### src/rtl/core/obb_lane.sv
`default_nettype none
// one product lane: registered full product, then shift with floor rounding
module obb_lane #(
   parameter int unsigned FRAC_BITS = 16
) (
   input  wire logic clock,
   input  wire logic signed [31:0] a,
   input  wire logic signed [31:0] b,
   output logic signed [63:0] prod
);
   logic signed [63:0] p_ff;
   logic signed [63:0] p_in;

   assign p_in = 64'(a) * 64'(b);

   always_ff @(posedge clock) begin
      p_ff <= p_in;
   end

   // arithmetic shift rounds toward minus infinity; kept at full width so
   // a sum of three lanes cannot wrap before it saturates
   assign prod = p_ff >>> FRAC_BITS;
endmodule
`default_nettype wire

### config.mk
export PLATFORM = sky130hd
export DESIGN_NAME = obb_lane
export DESIGN_NICKNAME = d
export VERILOG_FILES = /design/src/rtl/core/obb_lane.sv
export SDC_FILE = /design/constraint.sdc
export NUM_CORES = 2
export LEC_CHECK = 0
export BUFFER_PORTS_ARGS = -buffer_cell sky130_fd_sc_hd__buf_2
export CAP_MARGIN = 20
export CORE_UTILIZATION = 47
export CTS_BUF_LIST = sky130_fd_sc_hd__clkbuf_8
export CTS_CLUSTER_SIZE = 14
export DETAILED_ROUTE_END_ITERATION = 7
export SLEW_MARGIN = 15
export SYNTH_ARGS = -nofsm -noshare
export SYNTH_HDL_FRONTEND = slang
export SYNTH_SLANG_ARGS = --single-unit
### constraint.sdc
create_clock -name clock -period 12.8 [get_ports clock]
set_input_delay 0.64 -clock clock [delete_from_list [all_inputs] [get_ports clock]]
set_output_delay 0.64 -clock clock [all_outputs]
set_load 0.02 [all_outputs]
==> metrics.txt <==
number of cell rows=101; CTS-repair resized insts=0; Commonest cells post-synth=fa_1 (1,081), inv_1 (950), nand2_1 (513), and2_1 (512), clkbuf_1 (200); routability cong.=~0.88; die area=between 70,000 and 80,000 um^2; CP Class=in -> reg; antenna violations before repair=4; critical path's top delay family=adder cells; I/O Buffers=roughly 130; Synth area leaders=fa_1 (59%), inv_1 (9.7%), and2_1 (8.7%); top flop regs=p_ff x48; Rel. slew slack=0.3594; Avg Synthesized Cell Area=9.547 um^2; Slew @ Worst Pin=approximately 960 ps; via/cell ratio=5.211; number of I/O pins=between 100 and 150; routed wire length=roughly 100 mm; share of layout cells above drive strength 1=0.04375; Seq/Total Area, Yosys=0.02624; most frequent cell after synthesis=fa_1; Crit-path slowest cell=fa_1; Period minus WS final=a little under 9000 ps; Iteration-0 DRC Markers=1,347; CTS clock-pin slew for the worst setup and hold paths=roughly 150 ps; Synthesized Nets=roughly 5,200; Clock Tree Buf Depth=2; Starting Density=0.4782; first-pass GRT wire length=~160 mm; largest net degree at the start of global routing=33; Mapped Cells=3,836; Yosys warnings=0; RSZ-0062 raised after global routing=false; average wire per standard cell=~20 um; vias in the first global route=roughly 28,000; Post-Syn Area=roughly 37,000 um^2; root buffer cell=clkbuf_8; Hold Buf Count CTS=0; Critical Path Sink Type=flip-flop; post-synth top area share=0.5909; critical path arrival=slightly above 9000 ps; Startpoint Class=input port; final net count=slightly above 5,000; Cell variety after synth=55; Buf/Inv on CP=8; Worst Hold Class=reg -> out; ys async rst share=0; post-synthesis register bit count=48; Post-synth EDFFs=0; routed via count=between 20,000 and 30,000; Total GRT Usage=0.2669; max-cap violation count=0; Syn-to-layout area delta=3.642%; CTS tree=done; crit-path max cell delay=880 ps; hpwl dp=around 77 mm; Max Freq=around 110 MHz; clock sink count=48; leading area contributor after synthesis=fa_1; Crit Path Max Fanout=32; total grt overflow=0; Largest register FFs=48; cell mode on critical path=fa_1; Top reg by flops=p_ff; DRT Pass-1 Iters=5; CTS buffer count=5; WP data required=around 13,000 ps; H-tree Lvls=2; DRC viols=0; top_reg_cell synth=dfxtp_1; Die W=281.1 um; Core ar.=76,580 um^2; Final TNS setup=0 ps; outcome=complete, no violations; ANT nets after route=0; Final setup viols=0; endpoints failing hold=0; fin crit share=0.6846; post-CTS setup buffer count=0; Slew Viols, Final=0; die height=between 200 and 300 um
==> area by class of cell <==
class                      instances  area (um^2)
timing repair buffer             148        790.8
clock inverter                     3        68.82
clock buffer                       5        68.82
sequential                        48        960.9
multi-input combinational       2617        31210
tap                             1030         1289
antenna                            3        7.507
fill                            7351        38620
inverter                         950         3566
==> per-layer routing <==
layer,part of all wire,up-vias,global-route usage
li1,-,10730,-
met1,0.41,13440,0.3498
met2,0.51,733,0.4669
met3,0.053,128,0.02652
met4,0.033,2,0.08001
met5,0.000072,-,0
==> cells in the final DEF, fill, tap and decap left out, types with 21 or more instances in the layout <==
cell type,count
buf_2,128
a21o_1,21
xnor2_1,40
dfxtp_1,48
inv_1,950
o21ai_0,26
nand2_1,513
xor2_1,23
fa_1,1081
and2_1,512
a21oi_1,48
nor2_1,46
ha_1,180
==> metrics by stage <==
stage               instance area (um^2)  setup slack (ps)  cells  hold slack (ps)  utilization
floorplan                          36620              4937   3836            978.8            -
global placement                   37810              3659   4793             1056       0.4938
detailed placement                 37810              3579   4793             1057       0.4938
CTS                                37950              4041   4801             1502       0.4956
global route                       37950              3474   4802             1516       0.4956
finish                             37960              4037   4804             1469       0.4957
==> cell families (layout without fill, tap and decap cells) <==
| kind of cell | after synthesis | after routing | synth area share |
|---|---|---|---|
| xor gates and xnor gates | 63 | 63 | 0.01507 |
| AOI/OAI and AO/OA | 153 | 153 | 0.02815 |
| adders and majority gates | 1261 | 1261 | 0.6524 |
| other | 0 | 3 | 0 |
| and+or+nand+nor | 1140 | 1140 | 0.1565 |
| buffers and inverters | 1171 | 1106 | 0.1217 |
| DFF | 48 | 48 | 0.02624 |
==> worst paths after layout <==
| kind | from | end | slack [ps] | cells past startpoint |
|---|---|---|---|---|
| min | p_ff[31] | prod[15] | 1470 | 1 |
| max | a[31] | p_ff[63] | 4040 | 27 |
Power is not shown: default switching activity piles up to over one toggle a cycle in this logic, so the estimate is an artifact.
